$ cat src/rtl/core/sfd_pkg.sv
// Shared types, register codes and arithmetic helpers for the stereo feedback delay.
package sfd_pkg;

  // Sample format and ring geometry (ring depth is a power of two)
  localparam int SAMPLE_BITS = 24;
  localparam int RING_AW     = 15;
  localparam int RING_DEPTH  = 1 << RING_AW;

  // Coefficient and control widths
  localparam int COEF_W  = 16;
  localparam int LAG_W   = 15;
  localparam int PITCH_W = 15;
  localparam int GAIN_W  = 25;
  localparam int FRAC15  = 15;
  localparam int FRAC14  = 14;
  localparam int DROP_SH = 9;

  // Queue between front and back
  localparam int QUEUE_AW    = 2;
  localparam int QUEUE_DEPTH = 1 << QUEUE_AW;

  // Configuration port
  localparam int CFG_AW = 3;
  localparam int CFG_DW = 16;
  localparam logic [CFG_AW-1:0] REG_FEEDBACK_GAIN = 3'd0;
  localparam logic [CFG_AW-1:0] REG_ECHO_MIX      = 3'd1;
  localparam logic [CFG_AW-1:0] REG_VOLUME        = 3'd2;
  localparam logic [CFG_AW-1:0] REG_GAIN_BASE     = 3'd3;
  localparam logic [CFG_AW-1:0] REG_PITCH_SLOPE   = 3'd4;
  localparam logic [CFG_AW-1:0] REG_LEFT_TAP_LAG  = 3'd5;
  localparam logic [CFG_AW-1:0] REG_RIGHT_TAP_LAG = 3'd6;

  // Saturation input width
  localparam int SAT_W = 64;
  localparam logic signed [SAT_W-1:0] SAT_HI = (64'sd1 <<< (SAMPLE_BITS - 1)) - 64'sd1;
  localparam logic signed [SAT_W-1:0] SAT_LO = -SAT_HI - 64'sd1;

  typedef logic signed [SAMPLE_BITS-1:0] sample_t;
  typedef logic signed [GAIN_W-1:0]      gain_t;
  typedef logic        [COEF_W-1:0]      coef_t;
  typedef logic        [LAG_W-1:0]       lag_t;
  typedef logic        [PITCH_W-1:0]     pitch_t;
  typedef logic        [RING_AW-1:0]     ring_addr_t;

  typedef struct packed {
    coef_t feedback_gain;
    coef_t echo_mix;
    coef_t volume;
    coef_t gain_base;
    coef_t pitch_slope;
    lag_t  left_tap_lag;
    lag_t  right_tap_lag;
  } cfg_t;

  typedef struct packed {
    sample_t dry;
    gain_t   gain;
  } mid_item_t;

  // Clamp a wide signed value to the sample range
  function automatic sample_t sat_sample(logic signed [SAT_W-1:0] v);
    sample_t r;
    if (v > SAT_HI) begin
      r = SAT_HI[SAMPLE_BITS-1:0];
    end else if (v < SAT_LO) begin
      r = SAT_LO[SAMPLE_BITS-1:0];
    end else begin
      r = v[SAMPLE_BITS-1:0];
    end
    return r;
  endfunction

  // Reduce a lag modulo the ring depth
  function automatic ring_addr_t lag_to_offset(lag_t lag);
    logic [RING_AW+LAG_W-1:0] wide;
    wide = {{RING_AW{1'b0}}, lag};
    return wide[RING_AW-1:0];
  endfunction

endpackage

$ cat src/rtl/core/sfd_queue.sv
// Short first-word-fall-through queue between the front and the back.
module sfd_queue (
  input  logic               clk,
  input  logic               rst,
  input  logic               push,
  input  sfd_pkg::mid_item_t push_item,
  output logic               full,
  input  logic               pop,
  output sfd_pkg::mid_item_t head,
  output logic               empty
);
  import sfd_pkg::*;

  mid_item_t           entries [QUEUE_DEPTH];
  logic [QUEUE_AW-1:0] wr_ptr;
  logic [QUEUE_AW-1:0] rd_ptr;
  logic [QUEUE_AW:0]   count;

  assign full  = count == (QUEUE_AW + 1)'(QUEUE_DEPTH);
  assign empty = count == '0;
  assign head  = entries[rd_ptr];

  // Store pushed items
  always_ff @(posedge clk) begin
    if (push) begin
      entries[wr_ptr] <= push_item;
    end
  end

  // Advance pointers and occupancy
  always_ff @(posedge clk) begin
    if (rst) begin
      wr_ptr <= '0;
      rd_ptr <= '0;
      count  <= '0;
    end else begin
      if (push) begin
        wr_ptr <= wr_ptr + 1'b1;
      end
      if (pop) begin
        rd_ptr <= rd_ptr + 1'b1;
      end
      if (push && !pop) begin
        count <= count + 1'b1;
      end else if (pop && !push) begin
        count <= count - 1'b1;
      end
    end
  end

endmodule

$ cat config.mk
export PLATFORM = sky130hd
export DESIGN_NAME = sfd_queue
export DESIGN_NICKNAME = d
export VERILOG_FILES = /design/src/rtl/core/sfd_pkg.sv /design/src/rtl/core/sfd_queue.sv
export SDC_FILE = /design/constraint.sdc
export NUM_CORES = 1
export LEC_CHECK = 0
export BUFFER_PORTS_ARGS = -buffer_cell sky130_fd_sc_hd__clkbuf_2
export CORE_MARGIN = 1.5
export CORE_UTILIZATION = 30
export CTS_BUF_LIST = sky130_fd_sc_hd__clkbuf_8 sky130_fd_sc_hd__clkbuf_16
export DETAILED_ROUTE_END_ITERATION = 12
export SLEW_MARGIN = 20
export SYNTH_ARGS = -nofsm -noshare
export SYNTH_HDL_FRONTEND = slang
export SYNTH_SLANG_ARGS = --single-unit
export TNS_END_PERCENT = 10
$ cat constraint.sdc
create_clock -name clk -period 6.8 [get_ports clk]
set_input_delay 1.36 -clock clk [delete_from_list [all_inputs] [get_ports clk]]
set_output_delay 1.36 -clock clk [all_outputs]
set_load 0.02 [all_outputs]
==> flow_metrics.py <==
metrics = {
    "status": {
        "status": "completed",
    },
    "route": {
        "drtIter0Drc": 153,
        "ant_nets": 0,
        "drt-pass1-iter-count": 4,
        "routed_wl_mm": 14.1,
        "route.detailed.drc": 0,
        "num_vias": 3406,
        "wire_per_inst_um": 18.4,
        "viasPerCell": 4.46,
    },
    "clock_tree": {
        "cts_root_buffer": "clkbuf_16",
        "clkTransAtPathRegs_ns": 0.06,
        "clk_path_buf_depth": 3,
        "tritoncts": "yes",
        "clock_sinks": 205,
        "cts_buffers": 23,
        "cts_setup_buffers": 0,
        "htreeDepth": 1,
        "cts_resized": 0,
        "clkLatencyLatePin_ns": 0.50,
        "hold_buffers": 0,
    },
    "critical_path": {
        "critPathBufInv": 2,
        "rrSetupSlack_ns": 4.91,
        "crit_type": "reg2out",
        "startpoint_type": "flip-flop",
        "rr_worst_depth": 4,
        "critPathArrivalTime_ns": 2.28,
        "cp-endpoint": "head[12]",
        "path_cells": "buf_12 -> mux4_2 -> clkbuf_2",
        "crit_required_ns": 5.44,
        "crit_family": "flip-flops",
        "cp-end-kind": "output port",
        "r2r_start": "wr_ptr[0]",
        "critPathMaxFanout": 27,
        "cpMaxStageDelayCell": "dfxtp_4",
        "cp_num_cells": 3,
        "cp_slowest_stage_delay_ns": 0.72,
        "r2r-end": "entries[2][15]",
    },
    "power": {
        "p_sw_uw": 674,
        "vdd_drop_max_mv": 0.118,
        "p_int_mw": 2.25,
        "cellPowerDensity_nw_per_um2": 320,
        "combPwrFrac": 0.102,
        "switching_share": 0.231,
        "seqPwrFrac": 0.505,
        "p_leak_nw": 3.11,
        "p_clk_frac": 0.393,
    },
    "floorplan": {
        "core_um2": 24500,
        "die_w_um": 161,
        "dieArea_um2": 26000,
        "pin_count": 104,
        "die_h_um": 161,
        "rows": 57,
        "start_util": 0.307,
    },
    "timing": {
        "setup_viol": 0,
        "hold_violations": 0,
        "fmax_ghz": 0.275,
        "fin_hold_ws_ns": 0.523,
        "tns_ns": 0,
        "rsz0062_at_grt": "no",
        "maxSlewViolCount": 0,
        "min_period_over_period": 0.535,
        "worst_clock_skew_ns": 0.0169,
        "worstMarginPinSlew_ns": 0.793,
        "period_minus_slack_ns": 3.64,
        "maxSlewHeadroom": 0.472,
    },
    "synthesis": {
        "synthesis.nets": 359,
        "yosys.cell_types.count": 24,
        "synth.top_cell.area_share": 0.783,
        "yosys_register_bits": 205,
        "synthCells": 300,
        "syn_area_um2": 7520,
        "ys_warn_count": 0,
        "postSynthAreaPerCell_um2": 25.1,
        "ys_seq_area_frac": 0.807,
        "synthTopCellsByArea": "edfxtp_1, mux4_2, dfxtp_1",
        "synth_top_area_cell": "edfxtp_1",
    },
    "finish": {
        "stdcell_area_um2": 9130,
        "drive_above_1_share": 0.444,
        "mostFrequentLayoutCell": "edfxtp_1",
        "nFillCells": 2262,
        "area_growth_pct": 21.4,
        "most-common-layout-cells": "edfxtp_1, clkbuf_2, mux4_2, clkbuf_16, inv_1",
        "fin_nets": 481,
    },
    "grt": {
        "grt_max_degree": 50,
        "antenna_found_initial": 1,
        "grt_overflow": 0,
        "track_usage": 0.111,
        "first_global_vias": 3786,
        "grt_pass1_wl_mm": 21.9,
    },
    "hold_path": {
        "hold_class": "reg2reg",
    },
    "placed_design": {
        "numPortBuffers": 103,
        "post-dp-hpwl_mm": 7.96,
        "place_area_um2": 8390,
        "gp_congestion": 0.676,
    },
    "job": {
        "maxCapViolCount": 0,
    },
}
stage by stage:
step / worst slack, ns / utilization / total power [mW] / std cells
floorplan: 3.86 / - / 1.70 / 300
global placement: 3.46 / 0.343 / 1.79 / 720
detailed placement: 3.44 / 0.343 / 1.81 / 720
CTS: 2.91 / 0.372 / 2.97 / 762
global route: 2.99 / 0.373 / 3.05 / 763
finish: 3.16 / 0.373 / 2.92 / 764
worst min-delay path by stage:
stage | depth (start not counted) | end | from | slack [ns]
finish | 2 | flip-flop | rd_ptr[1] | 0.52
global route | 2 | count[2] | count[2] | 0.56
CTS | 2 | count[2] | count[2] | 0.53
detailed placement | 2 | flip-flop | rd_ptr[1] | 0.51
global placement | 2 | count[2] | count[2] | 0.48
floorplan | 2 | count[2] | count[2] | 0.47
flip-flops by register name, summed over array words and instances, names as in the netlist, named ones only:
name,flops
entries,196
wr_ptr,2
rd_ptr,2
count,3
worst min-delay path, cell delays in order, from the launching register on:
cell     delay (ns)
dfxtp_1        0.32
xor2_1         0.06
nor2_1         0.10
cell families after synthesis:
family,share of synthesized area
AOI/OAI and AO/OA,0.00133
xor gates and xnor gates,0.00582
adders and majority gates,0.0110
buffers and inverters,0.0151
DFF,0.807
muxes,0.150
and+or+nand+nor,0.00982
layer usage:
| layer | up-vias | routed length, um | track usage |
|---|---|---|---|
| met3 | 22 | 892 | 0.0290 |
| met5 | - | 0 | 0 |
| met4 | 0 | 216 | 0.0282 |
| met2 | 89 | 6830 | 0.187 |
| met1 | 1780 | 6140 | 0.143 |
| li1 | 1515 | - | - |
area by class of cell:
class / count / area [um^2] / share of cell area
Sequential cell: 205 / 6070 / 0.665
Multi-Input combinational cell: 79 / 1350 / 0.147
Clock buffer: 25 / 603 / 0.0661
Timing Repair Buffer: 109 / 573 / 0.0628
Tap cell: 324 / 405 / 0.0444
Clock inverter: 17 / 111 / 0.0122
Inverter: 4 / 15.0 / 0.00164
Antenna cell: 1 / 2.50 / 0.000274
power groups by stage:
stage	registers (mW)	clock network [mW]	logic (mW)
global placement	1.51	0	0.285
finish	1.48	1.15	0.297
detailed placement	1.51	0	0.292
floorplan	1.49	0	0.207
CTS	1.49	1.19	0.293
global route	1.48	1.25	0.321
cell usage after synthesis (all sizes together):
library cell,n
nor3b,1
clkbuf,1
dfxtp,9
nor3,1
nand2,1
xor2,3
buf,11
and2,4
mux4,49
edfxtp,196
fa,1
or3,1
o21ai,1
a21oi,1
mux2i,2
xnor2,2
inv,4
nor2,7
ha,5
No activity file was read; power rests on OpenSTA's default activity.
