--- src/rtl/core/sfd_pkg.sv ---
// Shared types, register codes and arithmetic helpers for the stereo feedback delay.
package sfd_pkg;

  // Sample format and ring geometry (ring depth is a power of two)
  localparam int SAMPLE_BITS = 24;
  localparam int RING_AW     = 15;
  localparam int RING_DEPTH  = 1 << RING_AW;

  // Coefficient and control widths
  localparam int COEF_W  = 16;
  localparam int LAG_W   = 15;
  localparam int PITCH_W = 15;
  localparam int GAIN_W  = 25;
  localparam int FRAC15  = 15;
  localparam int FRAC14  = 14;
  localparam int DROP_SH = 9;

  // Queue between front and back
  localparam int QUEUE_AW    = 2;
  localparam int QUEUE_DEPTH = 1 << QUEUE_AW;

  // Configuration port
  localparam int CFG_AW = 3;
  localparam int CFG_DW = 16;
  localparam logic [CFG_AW-1:0] REG_FEEDBACK_GAIN = 3'd0;
  localparam logic [CFG_AW-1:0] REG_ECHO_MIX      = 3'd1;
  localparam logic [CFG_AW-1:0] REG_VOLUME        = 3'd2;
  localparam logic [CFG_AW-1:0] REG_GAIN_BASE     = 3'd3;
  localparam logic [CFG_AW-1:0] REG_PITCH_SLOPE   = 3'd4;
  localparam logic [CFG_AW-1:0] REG_LEFT_TAP_LAG  = 3'd5;
  localparam logic [CFG_AW-1:0] REG_RIGHT_TAP_LAG = 3'd6;

  // Saturation input width
  localparam int SAT_W = 64;
  localparam logic signed [SAT_W-1:0] SAT_HI = (64'sd1 <<< (SAMPLE_BITS - 1)) - 64'sd1;
  localparam logic signed [SAT_W-1:0] SAT_LO = -SAT_HI - 64'sd1;

  typedef logic signed [SAMPLE_BITS-1:0] sample_t;
  typedef logic signed [GAIN_W-1:0]      gain_t;
  typedef logic        [COEF_W-1:0]      coef_t;
  typedef logic        [LAG_W-1:0]       lag_t;
  typedef logic        [PITCH_W-1:0]     pitch_t;
  typedef logic        [RING_AW-1:0]     ring_addr_t;

  typedef struct packed {
    coef_t feedback_gain;
    coef_t echo_mix;
    coef_t volume;
    coef_t gain_base;
    coef_t pitch_slope;
    lag_t  left_tap_lag;
    lag_t  right_tap_lag;
  } cfg_t;

  typedef struct packed {
    sample_t dry;
    gain_t   gain;
  } mid_item_t;

  // Clamp a wide signed value to the sample range
  function automatic sample_t sat_sample(logic signed [SAT_W-1:0] v);
    sample_t r;
    if (v > SAT_HI) begin
      r = SAT_HI[SAMPLE_BITS-1:0];
    end else if (v < SAT_LO) begin
      r = SAT_LO[SAMPLE_BITS-1:0];
    end else begin
      r = v[SAMPLE_BITS-1:0];
    end
    return r;
  endfunction

  // Reduce a lag modulo the ring depth
  function automatic ring_addr_t lag_to_offset(lag_t lag);
    logic [RING_AW+LAG_W-1:0] wide;
    wide = {{RING_AW{1'b0}}, lag};
    return wide[RING_AW-1:0];
  endfunction

endpackage

--- src/rtl/core/sfd_front.sv ---
// Front pipeline: accepts samples and computes the pitch dependent output gain.
module sfd_front (
  input  logic              clk,
  input  logic              rst,
  input  sfd_pkg::cfg_t     cfg,
  input  logic              push,
  output logic              full,
  input  sfd_pkg::sample_t  dry_sample,
  input  sfd_pkg::pitch_t   pitch,
  output logic              q_push,
  input  logic              q_full,
  output sfd_pkg::mid_item_t q_item
);
  import sfd_pkg::*;

  localparam int SP_W   = PITCH_W + COEF_W;
  localparam int DROP_W = SP_W - DROP_SH;
  localparam int G14_W  = DROP_W + 1;
  localparam int GP_W   = G14_W + COEF_W + 1;

  logic                    a_valid;
  sample_t                 a_dry;
  logic [SP_W-1:0]         a_prod;
  logic                    b_valid;
  sample_t                 b_dry;
  logic signed [GP_W-1:0]  b_prod;

  logic                    a_ready;
  logic                    b_ready;
  logic [DROP_W-1:0]       drop;
  logic signed [G14_W-1:0] g14;

  // Stage handshakes
  assign b_ready = !b_valid || !q_full;
  assign a_ready = !a_valid || b_ready;
  assign full    = !a_ready;

  // Gain before the volume multiply
  assign drop = a_prod[SP_W-1:DROP_SH];
  assign g14  = $signed(G14_W'(cfg.gain_base)) - $signed({1'b0, drop});

  // Stage A: pitch times slope
  always_ff @(posedge clk) begin
    if (rst) begin
      a_valid <= 1'b0;
    end else if (a_ready) begin
      a_valid <= push;
    end
    if (a_ready) begin
      a_dry  <= dry_sample;
      a_prod <= SP_W'(pitch) * SP_W'(cfg.pitch_slope);
    end
  end

  // Stage B: scale by volume
  always_ff @(posedge clk) begin
    if (rst) begin
      b_valid <= 1'b0;
    end else if (b_ready) begin
      b_valid <= a_valid;
    end
    if (b_ready) begin
      b_dry  <= a_dry;
      b_prod <= g14 * $signed({1'b0, cfg.volume});
    end
  end

  // Hand the item to the queue
  assign q_push      = b_valid && !q_full;
  assign q_item.dry  = b_dry;
  assign q_item.gain = b_prod[GP_W-1:FRAC15];

endmodule

--- config.mk ---
export PLATFORM = sky130hd
export DESIGN_NAME = sfd_front
export DESIGN_NICKNAME = d
export VERILOG_FILES = /design/src/rtl/core/sfd_pkg.sv /design/src/rtl/core/sfd_front.sv
export SDC_FILE = /design/constraint.sdc
export NUM_CORES = 2
export LEC_CHECK = 0
export ABC_AREA = 1
export BUFFER_PORTS_ARGS = -buffer_cell sky130_fd_sc_hd__buf_2
export CAP_MARGIN = 10
export CORE_MARGIN = 2
export CORE_UTILIZATION = 32
export CTS_CLUSTER_DIAMETER = 200
export CTS_CLUSTER_SIZE = 28
export DETAILED_ROUTE_END_ITERATION = 12
export SETUP_SLACK_MARGIN = 0.1
export SLEW_MARGIN = 10
export SYNTH_ARGS = -nofsm -noshare
export SYNTH_HDL_FRONTEND = slang
export SYNTH_SLANG_ARGS = --single-unit
--- constraint.sdc ---
create_clock -name clk -period 9.7 [get_ports clk]
set_clock_uncertainty 0.15 [all_clocks]
set_input_delay 1.455 -clock clk [delete_from_list [all_inputs] [get_ports clk]]
set_output_delay 1.455 -clock clk [all_outputs]
set_load 0.1 [all_outputs]
==> results.ini <==
[sta]
setup_tns_ns=0
period_share_pct=91.03
slew_headroom_pct=28.10
max_freq_mhz=113.2
rsz0062_at_grt=false
hold_viol_final=0
tightestPinTransition_ns=1.079
period_needed_ns=8.830
slew_violations=0
setup_viol=0

[synthesis]
synth-simple-area-share_pct=18.81
netlist_area_um2=26180
synth_top_area_share_pct=41.36
synth-edff-count=95
synth_seq_cells=97
synth_mux_area_share_pct=0
synth_flop_cell=edfxtp_1
ys_seq_area_share_pct=11.05
synth-xor-area-share_pct=1.266
postSynthCellCount=3213
synth_top_family_by_area=adder cells
synth_top_cell_by_area=fa_1
synth_warnings=0
syn_area_per_cell_um2=8.149
synth_nets=4112
synth.distinct_cells=48
synth-compound-area-share_pct=4.119
synthArstFlopShare_pct=0
synth.area.top_cells=fa_1, inv_1, edfxtp_1
synthAdderAreaFrac_pct=51.16

[hold_path]
holdPathStages=0
hp-start=a_dry[16]
hold_class=reg2reg
min_to=b_dry[16]

[drt]
drt_wl_total_um=70640
wl_per_cell_um=16.22
via_per_inst=4.723
drtIter0Drc=1416
dr_total_vias=20570
firstDrtPassIters=7
ant_nets=0
drc=0

[grt]
grt-ovfl-total=0
grt_pass1_wl_um=116300
grt_pass1_vias=21910
antenna_found_initial=5
track_usage_pct=17.39
grt_max_degree=52

[layout]
fin_util_pct=34.95
nets=4188
fill_cells=8531
seq_area_um2=2893
syn_to_final_growth_pct=7.856
multi_input_area_um2=19740
diodes=0
drive_gt1_share_pct=6.679

[worst_setup_path]
start_kind=input port
critical-path-max-stage-delay_ns=0.58
cp-end-kind=register
worstRegToRegCells=29
cp.arrival_ns=8.80
crit_top_cell=fa_1
reg2reg_from=a_prod[9]
crit_type=in2reg
crit_required_ns=9.67
regToRegSetupSlack_ns=1.62
cp_max_fo=24
slowest_stage=fa_1
r2r_end=b_prod[37]

[clock_tree]
cts.sinks=97
clkLatencyLatePin_ns=0.39
ctsResizeCount=0
clockBufferDepth=2
clk_transition_reported_paths_ns=0.09
cts_tree=built
hold_buffers=0
root_buffer=clkbuf_16
h-tree-depth=3
cts_made_buffers=9
cts_setup_buffers=0

[die]
die_w_um=290.0
core_um2=80810
die_area_um2=84130
start_util_pct=32.40
die_h_um=290.0
rows=104
pin_count=204

[outcome]
status=complete, no violations

[placement]
portBuffers=141
globalplace.congestion=0.9196
dpl.hpwl_um=58900

[job]
drv_cap=0

-- worst max path at each step --
stage / slack, ns / endpoint / from / cells past startpoint
final: 0.87 / b_prod[37] / cfg[46] / 31
after detailed placement: 0.51 / b_prod[37] / cfg[46] / 31
after global placement: 0.62 / b_prod[37] / cfg[46] / 31
after CTS: 0.90 / b_prod[37] / cfg[46] / 31
after floorplan: 1.63 / b_prod[37] / cfg[46] / 31
after global routing: 0.44 / b_prod[37] / cfg[46] / 31
-- critical path: cells and delay by family --
family	cells	cell delay [ns]
simple gates	12	1.64
compound gates	2	0.77
buf+inv	8	0.83
fa+ha+maj	9	4.10
-- area by class of cell --
type,instances,area share [%]
Clock buffer,9,0.7975
Clock inverter,7,0.1861
Inverter,848,11.27
Multi-Input combinational cell,2177,69.91
Sequential cell,97,10.24
Tap cell,1060,4.696
Timing Repair Buffer,156,2.898
-- layer usage --
layer  part of all wire [%]  routed length [µm]  vias up  global-route usage [%]
met3                    5.6                3944       99                   2.237
met4                    2.5                1740        6                   4.421
met5                  0.037                  26        -                       0
met2                     48               34220      613                   30.44
li1                       -                   -     9617                       -
met1                     43               30700    10230                   22.69
-- logic make-up after synthesis --
kind of cell               Yosys count
xor gates and xnor gates            37
buffers and inverters              939
DFF                                 97
AOI/OAI and AO/OA                  189
and+or+nand+nor                   1205
adders and majority gates          746
-- cells in the mapped netlist (2+ instances only) --
| library cell | instances |
|---|---|
| buf_6 | 2 |
| o21ai_0 | 51 |
| o21ai_1 | 3 |
| o211ai_1 | 2 |
| nor3_1 | 11 |
| edfxtp_1 | 95 |
| inv_2 | 7 |
| a21o_1 | 10 |
| or2_1 | 4 |
| nand4_1 | 16 |
| nor4_1 | 7 |
| o21ai_2 | 12 |
| nand2_2 | 14 |
| a21boi_0 | 3 |
| xor2_1 | 28 |
| xnor2_1 | 8 |
| dfxtp_1 | 2 |
| nand3_1 | 146 |
| fa_1 | 541 |
| nand3_2 | 2 |
| buf_2 | 8 |
| clkinv_1 | 6 |
| clkbuf_1 | 78 |
| and3_1 | 2 |
| a21oi_1 | 88 |
| a21oi_2 | 2 |
| nand2_1 | 670 |
| inv_1 | 835 |
| buf_4 | 2 |
| nor2_1 | 316 |
| or2_2 | 4 |
| o21a_1 | 6 |
| nand3b_1 | 7 |
| o21bai_1 | 7 |
| ha_1 | 205 |
-- flip-flops by register name, indices dropped and copies added, names as in the netlist --
name	cells
a_dry	24
b_dry	24
b_valid	1
b_prod	25
a_prod	22
a_valid	1
-- layout by cell type, fill, tap and decap left out, drive strengths merged --
master / n
a21o: 10
ha: 205
and3: 2
dfxtp: 2
nor3: 11
or2: 8
nand3b: 9
o21bai: 7
inv: 845
a31oi: 1
clkbuf: 9
nand4: 17
and2: 1
fa: 541
xnor2: 8
a22oi: 1
o21ai: 66
nand3: 148
o21a: 6
nor2: 317
a21oi: 90
clkinvlp: 1
nor4: 7
nand2: 685
o31ai: 1
buf: 156
xor2: 29
edfxtp: 95
o22ai: 1
o211ai: 2
clkinv: 9
a21boi: 4
-- stage by stage --
stage                     setup WS, ns  hold slack (ns)  instances  cell area, µm²
after floorplan                  1.633           0.2503       3213           26180
after global placement          0.6200           0.2503       4338           27960
after detailed placement        0.5089           0.2545       4338           27960
after CTS                       0.9002           0.2631       4354           28240
after global routing            0.4449           0.2754       4354           28240
final                           0.8696           0.2636       4354           28240
Power is left out: the tool's default activity adds up to more than one toggle a clock period on the data nets, which glitch-free logic cannot reach.
